`config.mk`:
```
export PLATFORM = sky130hd
export DESIGN_NAME = radar_polar_to_ego_transform
export DESIGN_NICKNAME = d
export VERILOG_FILES = /design/src/hdl/rpte_pkg.sv /design/src/hdl/radar_polar_to_ego_transform.sv /design/src/hdl/rpte_cordic.sv /design/src/hdl/rpte_mac.sv
export SDC_FILE = /design/constraint.sdc
export NUM_CORES = 2
export LEC_CHECK = 0
export ABC_AREA = 1
export BUFFER_PORTS_ARGS = -buffer_cell sky130_fd_sc_hd__buf_2
export CORE_MARGIN = 3
export CORE_UTILIZATION = 30
export CTS_CLUSTER_SIZE = 20
export DETAILED_ROUTE_END_ITERATION = 16
export GPL_TIMING_DRIVEN = 0
export PLACE_DENSITY = 0.55
export SYNTH_ARGS = -nofsm -noshare
export SYNTH_HDL_FRONTEND = slang
export SYNTH_SLANG_ARGS = --single-unit
export TNS_END_PERCENT = 50
```
`constraint.sdc`:
```
create_clock -name clock -period 17.1 [get_ports clock]
set_clock_uncertainty 0.2 [all_clocks]
set_input_delay 3.42 -clock clock [delete_from_list [all_inputs] [get_ports clock]]
set_output_delay 3.42 -clock clock [all_outputs]
set_load 0.05 [all_outputs]
```
`src/hdl/rpte_pkg.sv`:
```
// ----------------------------------------------------------------------------
// rpte_pkg
// Shared types, constants and sequencer microprograms for the radar
// polar-to-ego transform.
// ----------------------------------------------------------------------------
package rpte_pkg;

   localparam int ID_WIDTH_DEF  = 32;
   localparam int FRAC_BITS_DEF = 8;

   localparam int ANG_W    = 16;
   localparam int OFF_W    = 17;
   localparam int CSR_W    = 17;
   localparam int CSR_IDX_W = 3;
   localparam int OBJ_ID_W = 32;
   localparam int STAMP_W  = 64;
   localparam int POS_W    = 18;
   localparam int VEL_W    = 16;
   localparam int Q_W      = 18;   // Q16 trig and matrix values
   localparam int A_W      = 36;   // multiplier operand A
   localparam int PROD_W   = A_W + Q_W;
   localparam int ACC_W    = PROD_W + 2;
   localparam int CORDIC_N = 16;
   localparam int CRD_W    = 33;
   localparam int STEP_W   = 5;

   localparam logic signed [CRD_W-1:0] CORDIC_X0 = 33'sd652032874;
   localparam logic signed [Q_W-1:0]   Q16_ONE   = 18'sd65536;

   localparam logic [31:0] ATAN_TAB [CORDIC_N] = '{
      32'h20000000, 32'h12E4051E, 32'h09FB385B, 32'h051111D4,
      32'h028B0D43, 32'h0145D7E1, 32'h00A2F61E, 32'h00517C55,
      32'h0028BE53, 32'h00145F2F, 32'h000A2F98, 32'h000517CC,
      32'h00028BE6, 32'h000145F3, 32'h0000A2FA, 32'h0000517D
   };

   typedef enum logic [CSR_IDX_W-1:0] {
      CSR_YAW   = 3'd0,
      CSR_PITCH = 3'd1,
      CSR_ROLL  = 3'd2,
      CSR_OFFX  = 3'd3,
      CSR_OFFY  = 3'd4,
      CSR_OFFZ  = 3'd5
   } csr_idx_type;

   typedef enum logic [2:0] {
      ST_IDLE, ST_ANG_START, ST_ANG_WAIT, ST_MAC, ST_DRAIN0, ST_DRAIN1, ST_OUT
   } state_type;

   typedef enum logic [3:0] {
      A_C0, A_S0, A_C1, A_S1, A_C2, A_S2, A_CYSP, A_SYSP,
      A_RANGE, A_T, A_RR, A_COEF, A_OFF
   } asel_type;

   typedef enum logic [3:0] {
      B_C0, B_S0, B_C1, B_S1, B_C2, B_S2, B_ONE, B_XS, B_YS, B_ZS
   } bsel_type;

   typedef enum logic [3:0] {
      D_NONE, D_CYSP, D_SYSP, D_COEF, D_T, D_XS, D_YS, D_ZS, D_POS, D_VELX, D_VELY
   } dest_type;

   typedef struct packed {
      logic     en;
      logic     clr;
      logic     sub;
      logic     rnd;
      dest_type dest;
      logic [3:0] didx;
   } mac_ctrl_type;

   typedef struct packed {
      asel_type     asel;
      logic [3:0]   aidx;
      bsel_type     bsel;
      mac_ctrl_type ctrl;
   } op_type;

   localparam logic [STEP_W-1:0] BUILD_LAST = 5'd14;
   localparam logic [STEP_W-1:0] ITEM_LAST  = 5'd17;

   function automatic op_type mk_op(input asel_type asel, input logic [3:0] aidx,
                                    input bsel_type bsel, input logic clr,
                                    input logic sub, input logic rnd,
                                    input dest_type dest, input logic [3:0] didx);
      op_type o;
      o.asel      = asel;
      o.aidx      = aidx;
      o.bsel      = bsel;
      o.ctrl.en   = 1'b1;
      o.ctrl.clr  = clr;
      o.ctrl.sub  = sub;
      o.ctrl.rnd  = rnd;
      o.ctrl.dest = dest;
      o.ctrl.didx = didx;
      return o;
   endfunction

   // Slots: 0 yaw, 1 pitch, 2 roll.
   function automatic op_type build_op(input logic [STEP_W-1:0] step);
      op_type o;
      case (step)
         5'd0:  o = mk_op(A_C0,   4'd0, B_S1, 1'b1, 1'b0, 1'b1, D_CYSP, 4'd0);
         5'd1:  o = mk_op(A_S0,   4'd0, B_S1, 1'b1, 1'b0, 1'b1, D_SYSP, 4'd0);
         5'd2:  o = mk_op(A_C0,   4'd0, B_C1, 1'b1, 1'b0, 1'b1, D_COEF, 4'd0);
         5'd3:  o = mk_op(A_S0,   4'd0, B_C1, 1'b1, 1'b0, 1'b1, D_COEF, 4'd3);
         5'd4:  o = mk_op(A_S1,   4'd0, B_ONE, 1'b1, 1'b1, 1'b1, D_COEF, 4'd6);
         5'd5:  o = mk_op(A_C1,   4'd0, B_S2, 1'b1, 1'b0, 1'b1, D_COEF, 4'd7);
         5'd6:  o = mk_op(A_C1,   4'd0, B_C2, 1'b1, 1'b0, 1'b1, D_COEF, 4'd8);
         5'd7:  o = mk_op(A_CYSP, 4'd0, B_S2, 1'b1, 1'b0, 1'b1, D_NONE, 4'd0);
         5'd8:  o = mk_op(A_S0,   4'd0, B_C2, 1'b0, 1'b1, 1'b1, D_COEF, 4'd1);
         5'd9:  o = mk_op(A_CYSP, 4'd0, B_C2, 1'b1, 1'b0, 1'b1, D_NONE, 4'd0);
         5'd10: o = mk_op(A_S0,   4'd0, B_S2, 1'b0, 1'b0, 1'b1, D_COEF, 4'd2);
         5'd11: o = mk_op(A_SYSP, 4'd0, B_S2, 1'b1, 1'b0, 1'b1, D_NONE, 4'd0);
         5'd12: o = mk_op(A_C0,   4'd0, B_C2, 1'b0, 1'b0, 1'b1, D_COEF, 4'd4);
         5'd13: o = mk_op(A_SYSP, 4'd0, B_C2, 1'b1, 1'b0, 1'b1, D_NONE, 4'd0);
         5'd14: o = mk_op(A_C0,   4'd0, B_S2, 1'b0, 1'b1, 1'b1, D_COEF, 4'd5);
         default: begin
            o         = '0;
            o.ctrl.en = 1'b0;
         end
      endcase
      return o;
   endfunction

   // Slots: 0 azimuth, 1 elevation.
   function automatic op_type item_op(input logic [STEP_W-1:0] step);
      op_type o;
      case (step)
         5'd0:  o = mk_op(A_RANGE, 4'd0, B_C1,  1'b1, 1'b0, 1'b0, D_T,    4'd0);
         5'd1:  o = mk_op(A_RANGE, 4'd0, B_S1,  1'b1, 1'b0, 1'b1, D_ZS,   4'd0);
         5'd2:  o = mk_op(A_RR,    4'd0, B_C0,  1'b1, 1'b1, 1'b1, D_VELX, 4'd0);
         5'd3:  o = mk_op(A_T,     4'd0, B_C0,  1'b1, 1'b0, 1'b0, D_XS,   4'd0);
         5'd4:  o = mk_op(A_T,     4'd0, B_S0,  1'b1, 1'b0, 1'b0, D_YS,   4'd0);
         5'd5:  o = mk_op(A_RR,    4'd0, B_S0,  1'b1, 1'b1, 1'b1, D_VELY, 4'd0);
         5'd6:  o = mk_op(A_OFF,   4'd0, B_ONE, 1'b1, 1'b0, 1'b0, D_NONE, 4'd0);
         5'd7:  o = mk_op(A_COEF,  4'd0, B_XS,  1'b0, 1'b0, 1'b0, D_NONE, 4'd0);
         5'd8:  o = mk_op(A_COEF,  4'd1, B_YS,  1'b0, 1'b0, 1'b0, D_NONE, 4'd0);
         5'd9:  o = mk_op(A_COEF,  4'd2, B_ZS,  1'b0, 1'b0, 1'b0, D_POS,  4'd0);
         5'd10: o = mk_op(A_OFF,   4'd1, B_ONE, 1'b1, 1'b0, 1'b0, D_NONE, 4'd0);
         5'd11: o = mk_op(A_COEF,  4'd3, B_XS,  1'b0, 1'b0, 1'b0, D_NONE, 4'd0);
         5'd12: o = mk_op(A_COEF,  4'd4, B_YS,  1'b0, 1'b0, 1'b0, D_NONE, 4'd0);
         5'd13: o = mk_op(A_COEF,  4'd5, B_ZS,  1'b0, 1'b0, 1'b0, D_POS,  4'd1);
         5'd14: o = mk_op(A_OFF,   4'd2, B_ONE, 1'b1, 1'b0, 1'b0, D_NONE, 4'd0);
         5'd15: o = mk_op(A_COEF,  4'd6, B_XS,  1'b0, 1'b0, 1'b0, D_NONE, 4'd0);
         5'd16: o = mk_op(A_COEF,  4'd7, B_YS,  1'b0, 1'b0, 1'b0, D_NONE, 4'd0);
         5'd17: o = mk_op(A_COEF,  4'd8, B_ZS,  1'b0, 1'b0, 1'b0, D_POS,  4'd2);
         default: begin
            o         = '0;
            o.ctrl.en = 1'b0;
         end
      endcase
      return o;
   endfunction

   function automatic logic signed [POS_W-1:0] sat18(input logic signed [ACC_W-1:0] v);
      if (v > 56'sd131071) return 18'sd131071;
      if (v < -56'sd131072) return -18'sd131072;
      return v[POS_W-1:0];
   endfunction

   function automatic logic signed [VEL_W-1:0] sat16(input logic signed [ACC_W-1:0] v);
      if (v > 56'sd32767) return 16'sd32767;
      if (v < -56'sd32768) return -16'sd32768;
      return v[VEL_W-1:0];
   endfunction

endpackage

```
`src/hdl/radar_polar_to_ego_transform.sv`:
```
// ----------------------------------------------------------------------------
// radar_polar_to_ego_transform
// Converts radar detections from polar sensor form to the ego frame.
// ----------------------------------------------------------------------------
// Usage
//   req_* carries one detection per item (valid/ready). Detections whose range
//   lies outside 0.5 m .. 200 m are taken and dropped without a result or id.
//   rsp_* carries one result item per kept detection (valid/ready).
//   csr_* writes mounting angles and offsets; the user must write them only
//   while the block is idle, which the block itself does not enforce. An
//   angle write rebuilds the rotation matrix with req_ready low throughout.
//   One shared CORDIC (16 rotations, one per cycle) and one shared 36x18
//   multiply-accumulate under a microcoded sequencer do all the work. An
//   item takes two sine/cosine runs, 18 multiply steps, the drain states
//   ST_DRAIN0 and ST_DRAIN1 and the output state ST_OUT. One item is in
//   work at a time. A finished result sits in the output register; the
//   next item is taken while it waits, and a stalled receiver only holds the
//   sequencer once a second result is ready.
//   Reset clears the id counter, zeroes the control state, angles and offsets
//   and loads the identity matrix; the block is ready on the next cycle.
// ----------------------------------------------------------------------------
module radar_polar_to_ego_transform #(
   parameter int ID_WIDTH  = rpte_pkg::ID_WIDTH_DEF,
   parameter int FRAC_BITS = rpte_pkg::FRAC_BITS_DEF
) (
   input  logic                                  clock,
   input  logic                                  reset,
   input  logic                                  req_valid,
   output logic                                  req_ready,
   input  logic [15:0]                           req_range,
   input  logic signed [rpte_pkg::ANG_W-1:0]     req_azimuth,
   input  logic signed [rpte_pkg::ANG_W-1:0]     req_elevation,
   input  logic signed [15:0]                    req_range_rate,
   input  logic [rpte_pkg::STAMP_W-1:0]          req_timestamp,
   output logic                                  rsp_valid,
   input  logic                                  rsp_ready,
   output logic [rpte_pkg::OBJ_ID_W-1:0]         rsp_object_id,
   output logic signed [rpte_pkg::POS_W-1:0]     rsp_pos_x,
   output logic signed [rpte_pkg::POS_W-1:0]     rsp_pos_y,
   output logic signed [rpte_pkg::POS_W-1:0]     rsp_pos_z,
   output logic signed [rpte_pkg::VEL_W-1:0]     rsp_vel_x,
   output logic signed [rpte_pkg::VEL_W-1:0]     rsp_vel_y,
   output logic [rpte_pkg::STAMP_W-1:0]          rsp_stamp_out,
   input  logic                                  csr_wr_en,
   input  logic [rpte_pkg::CSR_IDX_W-1:0]        csr_index,
   input  logic [rpte_pkg::CSR_W-1:0]            csr_wdata
);
   import rpte_pkg::*;

   localparam int unsigned RANGE_MIN = 1 << (FRAC_BITS - 1);
   localparam int unsigned RANGE_MAX = 200 << FRAC_BITS;

   // configuration
   logic [ANG_W-1:0] ang_reg_ff [3];
   logic signed [OFF_W-1:0] off_ff [3];

   // control
   state_type state_ff, state_in;
   logic item_mode_ff, item_mode_in;
   logic pend_ff, pend_in;
   logic [1:0] ang_idx_ff, ang_idx_in;
   logic [STEP_W-1:0] step_ff, step_in;
   logic [ID_WIDTH-1:0] id_ff;
   logic rsp_valid_ff, rsp_valid_in;
   logic accept, in_range, angle_write, cordic_start, load_rsp, build_go;
   logic [31:0] range_ext;

   // item capture
   logic [15:0] range_ff;
   logic signed [ANG_W-1:0] az_ff, el_ff;
   logic signed [15:0] rr_ff;
   logic [STAMP_W-1:0] stamp_ff;

   // datapath values
   logic signed [Q_W-1:0] cos_ff [3], sin_ff [3];
   logic signed [Q_W-1:0] cysp_ff, sysp_ff, xs_ff, ys_ff, zs_ff;
   logic signed [Q_W-1:0] coef_ff [9];
   logic signed [A_W-1:0] t_ff;
   logic signed [POS_W-1:0] pos_ff [3];
   logic signed [VEL_W-1:0] velx_ff, vely_ff;

   // output register
   logic [OBJ_ID_W-1:0] o_id_ff;
   logic signed [POS_W-1:0] o_px_ff, o_py_ff, o_pz_ff;
   logic signed [VEL_W-1:0] o_vx_ff, o_vy_ff;
   logic [STAMP_W-1:0] o_stamp_ff;

   // shared units
   logic [ANG_W-1:0] cordic_angle;
   logic cordic_done;
   logic signed [Q_W-1:0] cordic_cos, cordic_sin;
   op_type op;
   mac_ctrl_type mac_ctrl;
   logic signed [A_W-1:0] op_a;
   logic signed [Q_W-1:0] op_b;
   logic res_valid;
   dest_type res_dest;
   logic [3:0] res_didx;
   logic signed [ACC_W-1:0] res_value;

   rpte_cordic u_cordic (
      .clock (clock),
      .reset (reset),
      .start (cordic_start),
      .angle (cordic_angle),
      .done  (cordic_done),
      .cos_q (cordic_cos),
      .sin_q (cordic_sin)
   );

   rpte_mac u_mac (
      .clock     (clock),
      .reset     (reset),
      .ctrl      (mac_ctrl),
      .op_a      (op_a),
      .op_b      (op_b),
      .res_valid (res_valid),
      .res_dest  (res_dest),
      .res_didx  (res_didx),
      .res_value (res_value)
   );

   assign angle_write = csr_wr_en &&
      (csr_index == CSR_YAW || csr_index == CSR_PITCH || csr_index == CSR_ROLL);
   assign req_ready = (state_ff == ST_IDLE) && !pend_ff && !angle_write;
   assign accept    = req_valid && req_ready;
   assign range_ext = 32'(req_range);
   assign in_range  = (range_ext >= 32'(RANGE_MIN)) && (range_ext <= 32'(RANGE_MAX));

   always_comb begin
      if (item_mode_ff) begin
         cordic_angle = (ang_idx_ff == 2'd0) ? az_ff : el_ff;
      end else begin
         case (ang_idx_ff)
            2'd0:    cordic_angle = ang_reg_ff[0];
            2'd1:    cordic_angle = ang_reg_ff[1];
            default: cordic_angle = ang_reg_ff[2];
         endcase
      end
   end

   // sequencer
   always_comb begin
      state_in     = state_ff;
      item_mode_in = item_mode_ff;
      ang_idx_in   = ang_idx_ff;
      step_in      = step_ff;
      cordic_start = 1'b0;
      load_rsp     = 1'b0;
      build_go     = 1'b0;
      op           = item_mode_ff ? item_op(step_ff) : build_op(step_ff);
      mac_ctrl     = op.ctrl;
      mac_ctrl.en  = op.ctrl.en && (state_ff == ST_MAC);
      case (state_ff)
         ST_IDLE: begin
            ang_idx_in = '0;
            step_in    = '0;
            if (accept) begin
               if (in_range) begin
                  item_mode_in = 1'b1;
                  state_in     = ST_ANG_START;
               end
            end else if (pend_ff) begin
               build_go     = 1'b1;
               item_mode_in = 1'b0;
               state_in     = ST_ANG_START;
            end
         end
         ST_ANG_START: begin
            cordic_start = 1'b1;
            state_in     = ST_ANG_WAIT;
         end
         ST_ANG_WAIT: begin
            if (cordic_done) begin
               if ((item_mode_ff && ang_idx_ff == 2'd1) ||
                   (!item_mode_ff && ang_idx_ff == 2'd2)) begin
                  state_in = ST_MAC;
               end else begin
                  ang_idx_in = ang_idx_ff + 2'd1;
                  state_in   = ST_ANG_START;
               end
            end
         end
         ST_MAC: begin
            step_in = step_ff + 5'd1;
            if (step_ff == (item_mode_ff ? ITEM_LAST : BUILD_LAST)) begin
               state_in = ST_DRAIN0;
            end
         end
         ST_DRAIN0: state_in = ST_DRAIN1;
         ST_DRAIN1: state_in = item_mode_ff ? ST_OUT : ST_IDLE;
         ST_OUT: begin
            // hold until the output register frees up
            if (!rsp_valid_ff || rsp_ready) begin
               load_rsp = 1'b1;
               state_in = ST_IDLE;
            end
         end
         default: state_in = ST_IDLE;
      endcase
      pend_in      = (pend_ff && !build_go) || angle_write;
      rsp_valid_in = load_rsp || (rsp_valid_ff && !rsp_ready);
   end

   // operand select
   always_comb begin
      case (op.asel)
         A_C0:    op_a = A_W'(cos_ff[0]);
         A_S0:    op_a = A_W'(sin_ff[0]);
         A_C1:    op_a = A_W'(cos_ff[1]);
         A_S1:    op_a = A_W'(sin_ff[1]);
         A_C2:    op_a = A_W'(cos_ff[2]);
         A_S2:    op_a = A_W'(sin_ff[2]);
         A_CYSP:  op_a = A_W'(cysp_ff);
         A_SYSP:  op_a = A_W'(sysp_ff);
         A_RANGE: op_a = A_W'($signed({1'b0, range_ff}));
         A_T:     op_a = t_ff;
         A_RR:    op_a = A_W'(rr_ff);
         A_COEF:  op_a = A_W'(coef_ff[op.aidx]);
         A_OFF:   op_a = A_W'(off_ff[op.aidx[1:0]]);
         default: op_a = '0;
      endcase
      case (op.bsel)
         B_C0:    op_b = cos_ff[0];
         B_S0:    op_b = sin_ff[0];
         B_C1:    op_b = cos_ff[1];
         B_S1:    op_b = sin_ff[1];
         B_C2:    op_b = cos_ff[2];
         B_S2:    op_b = sin_ff[2];
         B_ONE:   op_b = Q16_ONE;
         B_XS:    op_b = xs_ff;
         B_YS:    op_b = ys_ff;
         B_ZS:    op_b = zs_ff;
         default: op_b = '0;
      endcase
   end

   always_ff @(posedge clock) begin
      if (reset) begin
         state_ff     <= ST_IDLE;
         item_mode_ff <= 1'b0;
         pend_ff      <= 1'b0;
         ang_idx_ff   <= '0;
         step_ff      <= '0;
         rsp_valid_ff <= 1'b0;
         id_ff        <= '0;
         for (int i = 0; i < 3; i++) begin
            ang_reg_ff[i] <= '0;
            off_ff[i]     <= '0;
         end
      end else begin
         state_ff     <= state_in;
         item_mode_ff <= item_mode_in;
         pend_ff      <= pend_in;
         ang_idx_ff   <= ang_idx_in;
         step_ff      <= step_in;
         rsp_valid_ff <= rsp_valid_in;
         if (load_rsp) begin
            id_ff <= id_ff + ID_WIDTH'(1);
         end
         if (csr_wr_en) begin
            case (csr_index)
               CSR_YAW:   ang_reg_ff[0] <= csr_wdata[ANG_W-1:0];
               CSR_PITCH: ang_reg_ff[1] <= csr_wdata[ANG_W-1:0];
               CSR_ROLL:  ang_reg_ff[2] <= csr_wdata[ANG_W-1:0];
               CSR_OFFX:  off_ff[0]     <= csr_wdata;
               CSR_OFFY:  off_ff[1]     <= csr_wdata;
               CSR_OFFZ:  off_ff[2]     <= csr_wdata;
               default:   ;
            endcase
         end
      end
   end

   // rotation matrix, identity after reset
   always_ff @(posedge clock) begin
      if (reset) begin
         for (int i = 0; i < 9; i++) begin
            coef_ff[i] <= (i % 4 == 0) ? Q16_ONE : '0;
         end
      end else if (res_valid && res_dest == D_COEF) begin
         coef_ff[res_didx] <= sat18(res_value);
      end
   end

   always_ff @(posedge clock) begin
      if (accept) begin
         range_ff <= req_range;
         az_ff    <= req_azimuth;
         el_ff    <= req_elevation;
         rr_ff    <= req_range_rate;
         stamp_ff <= req_timestamp;
      end
      if (cordic_done) begin
         cos_ff[ang_idx_ff] <= cordic_cos;
         sin_ff[ang_idx_ff] <= cordic_sin;
      end
      if (res_valid) begin
         case (res_dest)
            D_CYSP: cysp_ff <= sat18(res_value);
            D_SYSP: sysp_ff <= sat18(res_value);
            D_T:    t_ff    <= res_value[A_W-1:0];
            D_XS:   xs_ff   <= Q_W'((res_value + (56'sd1 <<< 31)) >>> 32);
            D_YS:   ys_ff   <= Q_W'((res_value + (56'sd1 <<< 31)) >>> 32);
            D_ZS:   zs_ff   <= res_value[Q_W-1:0];
            D_POS:  pos_ff[res_didx[1:0]] <= sat18((res_value + 56'sd32768) >>> 16);
            D_VELX: velx_ff <= sat16(res_value);
            D_VELY: vely_ff <= sat16(res_value);
            default: ;
         endcase
      end
      if (load_rsp) begin
         o_id_ff    <= OBJ_ID_W'(id_ff);
         o_px_ff    <= pos_ff[0];
         o_py_ff    <= pos_ff[1];
         o_pz_ff    <= pos_ff[2];
         o_vx_ff    <= velx_ff;
         o_vy_ff    <= vely_ff;
         o_stamp_ff <= stamp_ff;
      end
   end

   assign rsp_valid     = rsp_valid_ff;
   assign rsp_object_id = o_id_ff;
   assign rsp_pos_x     = o_px_ff;
   assign rsp_pos_y     = o_py_ff;
   assign rsp_pos_z     = o_pz_ff;
   assign rsp_vel_x     = o_vx_ff;
   assign rsp_vel_y     = o_vy_ff;
   assign rsp_stamp_out = o_stamp_ff;

endmodule

```
`src/hdl/rpte_cordic.sv`:
```
// ----------------------------------------------------------------------------
// rpte_cordic
// Iterative sine/cosine unit: one CORDIC rotation per cycle, Q16 results.
// ----------------------------------------------------------------------------
module rpte_cordic (
   input  logic                                clock,
   input  logic                                reset,
   input  logic                                start,
   input  logic [rpte_pkg::ANG_W-1:0]          angle,
   output logic                                done,
   output logic signed [rpte_pkg::Q_W-1:0]     cos_q,
   output logic signed [rpte_pkg::Q_W-1:0]     sin_q
);
   import rpte_pkg::*;

   logic busy_ff, busy_in, fin_ff, fin_in, done_ff, done_in;
   logic [3:0] iter_ff, iter_in;
   logic flip_ff, flip_in;
   logic signed [CRD_W-1:0] x_ff, x_in, y_ff, y_in, z_ff, z_in;
   logic signed [Q_W-1:0] cos_ff, cos_in, sin_ff, sin_in;

   logic [31:0] a32, a_adj;
   logic start_flip;
   logic signed [CRD_W-1:0] dx, dy, atan_v, xr, yr;

   always_comb begin
      a32        = {angle, 16'b0};
      start_flip = a32[31] ^ a32[30];
      a_adj      = start_flip ? (a32 ^ 32'h8000_0000) : a32;
      dx         = y_ff >>> iter_ff;
      dy         = x_ff >>> iter_ff;
      atan_v     = $signed({1'b0, ATAN_TAB[iter_ff]});
      xr         = (x_ff + 33'sd8192) >>> 14;
      yr         = (y_ff + 33'sd8192) >>> 14;
      if (flip_ff) begin
         xr = -xr;
         yr = -yr;
      end
      if (xr > 33'sd65536)  xr = 33'sd65536;
      if (xr < -33'sd65536) xr = -33'sd65536;
      if (yr > 33'sd65536)  yr = 33'sd65536;
      if (yr < -33'sd65536) yr = -33'sd65536;

      busy_in = busy_ff;
      fin_in  = 1'b0;
      done_in = 1'b0;
      iter_in = iter_ff;
      flip_in = flip_ff;
      x_in    = x_ff;
      y_in    = y_ff;
      z_in    = z_ff;
      cos_in  = cos_ff;
      sin_in  = sin_ff;
      if (start) begin
         busy_in = 1'b1;
         iter_in = '0;
         flip_in = start_flip;
         x_in    = CORDIC_X0;
         y_in    = '0;
         z_in    = $signed({a_adj[31], a_adj});
      end else if (busy_ff) begin
         if (z_ff >= 0) begin
            x_in = x_ff - dx;
            y_in = y_ff + dy;
            z_in = z_ff - atan_v;
         end else begin
            x_in = x_ff + dx;
            y_in = y_ff - dy;
            z_in = z_ff + atan_v;
         end
         iter_in = iter_ff + 4'd1;
         if (iter_ff == 4'(CORDIC_N - 1)) begin
            busy_in = 1'b0;
            fin_in  = 1'b1;
         end
      end else if (fin_ff) begin
         cos_in  = xr[Q_W-1:0];
         sin_in  = yr[Q_W-1:0];
         done_in = 1'b1;
      end
   end

   always_ff @(posedge clock) begin
      if (reset) begin
         busy_ff <= 1'b0;
         fin_ff  <= 1'b0;
         done_ff <= 1'b0;
      end else begin
         busy_ff <= busy_in;
         fin_ff  <= fin_in;
         done_ff <= done_in;
      end
   end

   always_ff @(posedge clock) begin
      iter_ff <= iter_in;
      flip_ff <= flip_in;
      x_ff    <= x_in;
      y_ff    <= y_in;
      z_ff    <= z_in;
      cos_ff  <= cos_in;
      sin_ff  <= sin_in;
   end

   assign done  = done_ff;
   assign cos_q = cos_ff;
   assign sin_q = sin_ff;

endmodule

```
`src/hdl/rpte_mac.sv`:
```
// ----------------------------------------------------------------------------
// rpte_mac
// Shared multiply-accumulate: registered product, then optional Q16 rounding
// and add or subtract into the accumulator. Tags the result with its target.
// ----------------------------------------------------------------------------
module rpte_mac (
   input  logic                                clock,
   input  logic                                reset,
   input  rpte_pkg::mac_ctrl_type              ctrl,
   input  logic signed [rpte_pkg::A_W-1:0]     op_a,
   input  logic signed [rpte_pkg::Q_W-1:0]     op_b,
   output logic                                res_valid,
   output rpte_pkg::dest_type                  res_dest,
   output logic [3:0]                          res_didx,
   output logic signed [rpte_pkg::ACC_W-1:0]   res_value
);
   import rpte_pkg::*;

   mac_ctrl_type ctrl_ff;
   logic signed [PROD_W-1:0] prod_ff;
   logic signed [ACC_W-1:0] acc_ff, acc_in, term, base;

   always_comb begin
      term = ACC_W'(prod_ff);
      if (ctrl_ff.rnd) begin
         term = (term + 56'sd32768) >>> 16;
      end
      base   = ctrl_ff.clr ? '0 : acc_ff;
      acc_in = ctrl_ff.sub ? (base - term) : (base + term);
   end

   always_ff @(posedge clock) begin
      if (reset) begin
         ctrl_ff <= '0;
      end else begin
         ctrl_ff <= ctrl;
      end
   end

   always_ff @(posedge clock) begin
      prod_ff <= PROD_W'(op_a) * PROD_W'(op_b);
      if (ctrl_ff.en) begin
         acc_ff <= acc_in;
      end
   end

   assign res_valid = ctrl_ff.en && (ctrl_ff.dest != D_NONE);
   assign res_dest  = ctrl_ff.dest;
   assign res_didx  = ctrl_ff.didx;
   assign res_value = acc_in;

endmodule

```
==> impl_results.md <==
* Crit. End Element: flip-flop
* GP Congestion at between 0.9 and 1
* Total track usage at 0.213
* Yosys reg bits at between 1k and 1.5k
* CP max stage delay at roughly 1.1 ns
* Setup-failing EPs final at 0
* Clk sinks at approximately 1.4k
* DP Worst Slack at 4.83 ns
* Skew-Pair Late Insertion Delay at a little under 0.9 ns
* Syn_nets at around 12k
* Crit path launch type: flip-flop
* RSZ-0062 raised after global routing: false
* Vias in the first global route at between 70k and 80k
* Initial Util at 0.302
* Share of cells above drive strength 1 at 0.0894
* Slew @ Worst Pin at ~1.5 ns
* CTS tree: done
* Most frequent cell after synthesis: nand2_1
* TNS Setup at 0 ns
* Num ports at between 300 and 400
* Root Driver: clkbuf_16
* Worst EP arrival at between 10 and 15 ns
* Hold Violations, Final at 0
* Max Root-Sink Buffers at 4
* Num rows at between 200 and 250
* Ranking of synthesized cells by area: edfxtp_1 36%, fa_1 13%, nand2_1 11%
* Crit path top cell by count: nand2_1
* Failing checks: capacitance limit
* First drt pass iteration count at 8
* Xor-xnor portion of the synthesized cell area at 0.0332
* Post-synth top area share at 0.363
* WP data required at about 18 ns
* Critical path fanouts, max at 10
* Area delta synth->final at 13.7%
* Vias per cell at approximately 5.0
* Setup Fix Bufs, Post-CTS at 0
* CP max-delay cell: a2111oi_0
* DIE AREA at around 0.32 mm²
* Dpl hpwl at between 200,000 and 300,000 µm
* Final cell count without fillers at 15.7k
* Final net count at about 12k
* Post-Syn Area at around 0.095 mm²
* Worst slew margin relative to its limit at 0.0155
* Slew Viols, Final at 0
* Chip width at roughly 570 µm
* PnR worst setup slack at roughly 4.4 ns
* Reg clk slew, reported paths at ~0.060 ns
* Tmin final at between 10 and 15 ns
* Synth warnings at 0
* Hold-fix buffers, CTS at 0
* Max-Cap Viols at 1
* Area of the core at 0.313 mm²
* Iter 0 DRT Violations at between 7k and 8k
* Number of flops mapped to enable cells by yosys at 1,143
* Status: finished, violations left
* Crit Path Category: reg -> reg
* Post-CTS sizing at 0
* Seq/Total Area, Yosys at 0.409
* First-pass GRT wire length at ~510,000 µm
* Multiplexer share of the synthesized area at 0.00586
* Adder-Cell Fraction of Synth Area at 0.173
* Min-delay worst type: reg -> reg
* Routed len/inst at around 22 µm
* DRT Wirelength at approximately 350,000 µm
* Largest family of logic cells by synthesized area: simple AND/OR/NAND/NOR gates
* H-tree depth at 4
* Yosys top cell by area: edfxtp_1
* Initial antenna violation count at 15
* # DRC at 0
* Die height at 568 µm
* DR vias at a little under 80k
* Period utilization at 0.745
* PortBufs at approximately 340
* Num CTS Buffers at between 150 and 200
* Placed Cells at 15.4k
* Largest net degree at the start of global routing at 61
* Async S/R FF share, synth at 0
* Highest Clock Rate at a little under 0.08 GHz
* Antenna viol nets, final at 0
* Synthesized area per cell at 8.73 µm²
* Compound-Gate Fraction of Synth Area at 0.0896
* Netlist cell types at 85
* Cell count after synthesis at approximately 11k
* Top FF cell, synth: edfxtp_1
* GRT Residual Overflow at 0
* Most common library cells after synthesis: 2,653 x nand2_1, 1,749 x inv_1, 1,143 x edfxtp_1
* Synth Area in Simple Gates at 0.202
-- per-stage QoR --
step | hold WS (ns) | util | cell area, µm²
floorplan | 0.194 | - | 94600
global placement | 0.200 | 0.324 | 101000
detailed placement | 0.205 | 0.327 | 102000
CTS | 0.214 | 0.344 | 108000
global route | 0.219 | 0.344 | 108000
finish | 0.211 | 0.344 | 108000
-- cells in the final DEF (no fill, tap or decap), types with 64 or more instances in the layout --
master / n
inv_1: 1746
a21oi_1: 453
o211ai_1: 64
o21ai_0: 455
xnor2_1: 103
edfxtp_1: 1143
clkbuf_1: 243
fa_1: 621
nand3_1: 323
ha_1: 314
nor2_2: 125
xor2_1: 252
nand4_1: 127
buf_2: 389
a31oi_1: 65
dfxtp_1: 218
nand2_1: 2653
nor2_1: 1018
nor3_1: 100
clkbuf_16: 159
a221oi_1: 70
-- per-layer routing --
| layer | GRT usage | routed length, µm | vias up |
|---|---|---|---|
| met5 | 0 | 0 | - |
| met4 | 0.105 | 20200 | 0 |
| met3 | 0.0343 | 25400 | 675 |
| met2 | 0.340 | 159000 | 3109 |
| met1 | 0.280 | 147000 | 37700 |
| li1 | - | - | 36200 |
-- logic make-up after synthesis --
kind of cell    count (synthesis)
compound gates               1413
xor+xnor                      356
fa+ha+maj                     935
simple gates                 4569
flops                        1362
buf+inv                      2148
mux                            55
-- worst max-delay path, delay by kind of cell (launching register included) --
kind | cells | cell delay (ns)
AO/OA/AOI/OAI | 10 | 4.40
adder cells (fa/ha/maj) | 7 | 3.20
buffers and inverters | 9 | 3.04
AND/OR/NAND/NOR | 7 | 1.26
flip-flops | 1 | 0.37
-- sequential cells by signal, summed over array words and instances (netlist names), 36 cells and up, named ones only --
register / count
coef_ff: 288
rsp_stamp_out: 64
stamp_ff: 64
u_mac.acc_ff: 56
cos_ff: 54
pos_ff: 54
sin_ff: 54
u_mac.prod_ff: 54
off_ff: 51
ang_reg_ff: 48
t_ff: 36
-- area by class of cell --
| class | count | area (µm²) |
|---|---|---|
| fillers | 32700 | 205000 |
| multi-input cells | 7328 | 47900 |
| flip-flops and latches | 1362 | 38700 |
| inverters | 1820 | 6860 |
| well taps | 4140 | 5180 |
| clock buffers | 194 | 4220 |
| repair buffers | 377 | 2470 |
| plain buffers | 328 | 1370 |
| clock inverters | 88 | 856 |
| diodes | 14 | 35.0 |
-- path summary, 6_finish.rpt --
kind / from / endpoint / slack, ns / cells past startpoint
setup / recovery: item_mode_ff / u_mac.prod_ff[46] / 4.36 / 33
hold / removal: pos_ff[0][0] / rsp_pos_x[0] / 0.21 / 0
setup reg to reg: item_mode_ff / u_mac.prod_ff[46] / 4.36 / 33
hold reg to reg: pos_ff[0][0] / rsp_pos_x[0] / 0.21 / 0
Power is not shown: default switching activity piles up to over one toggle a cycle in this logic, so the estimate is an artifact.
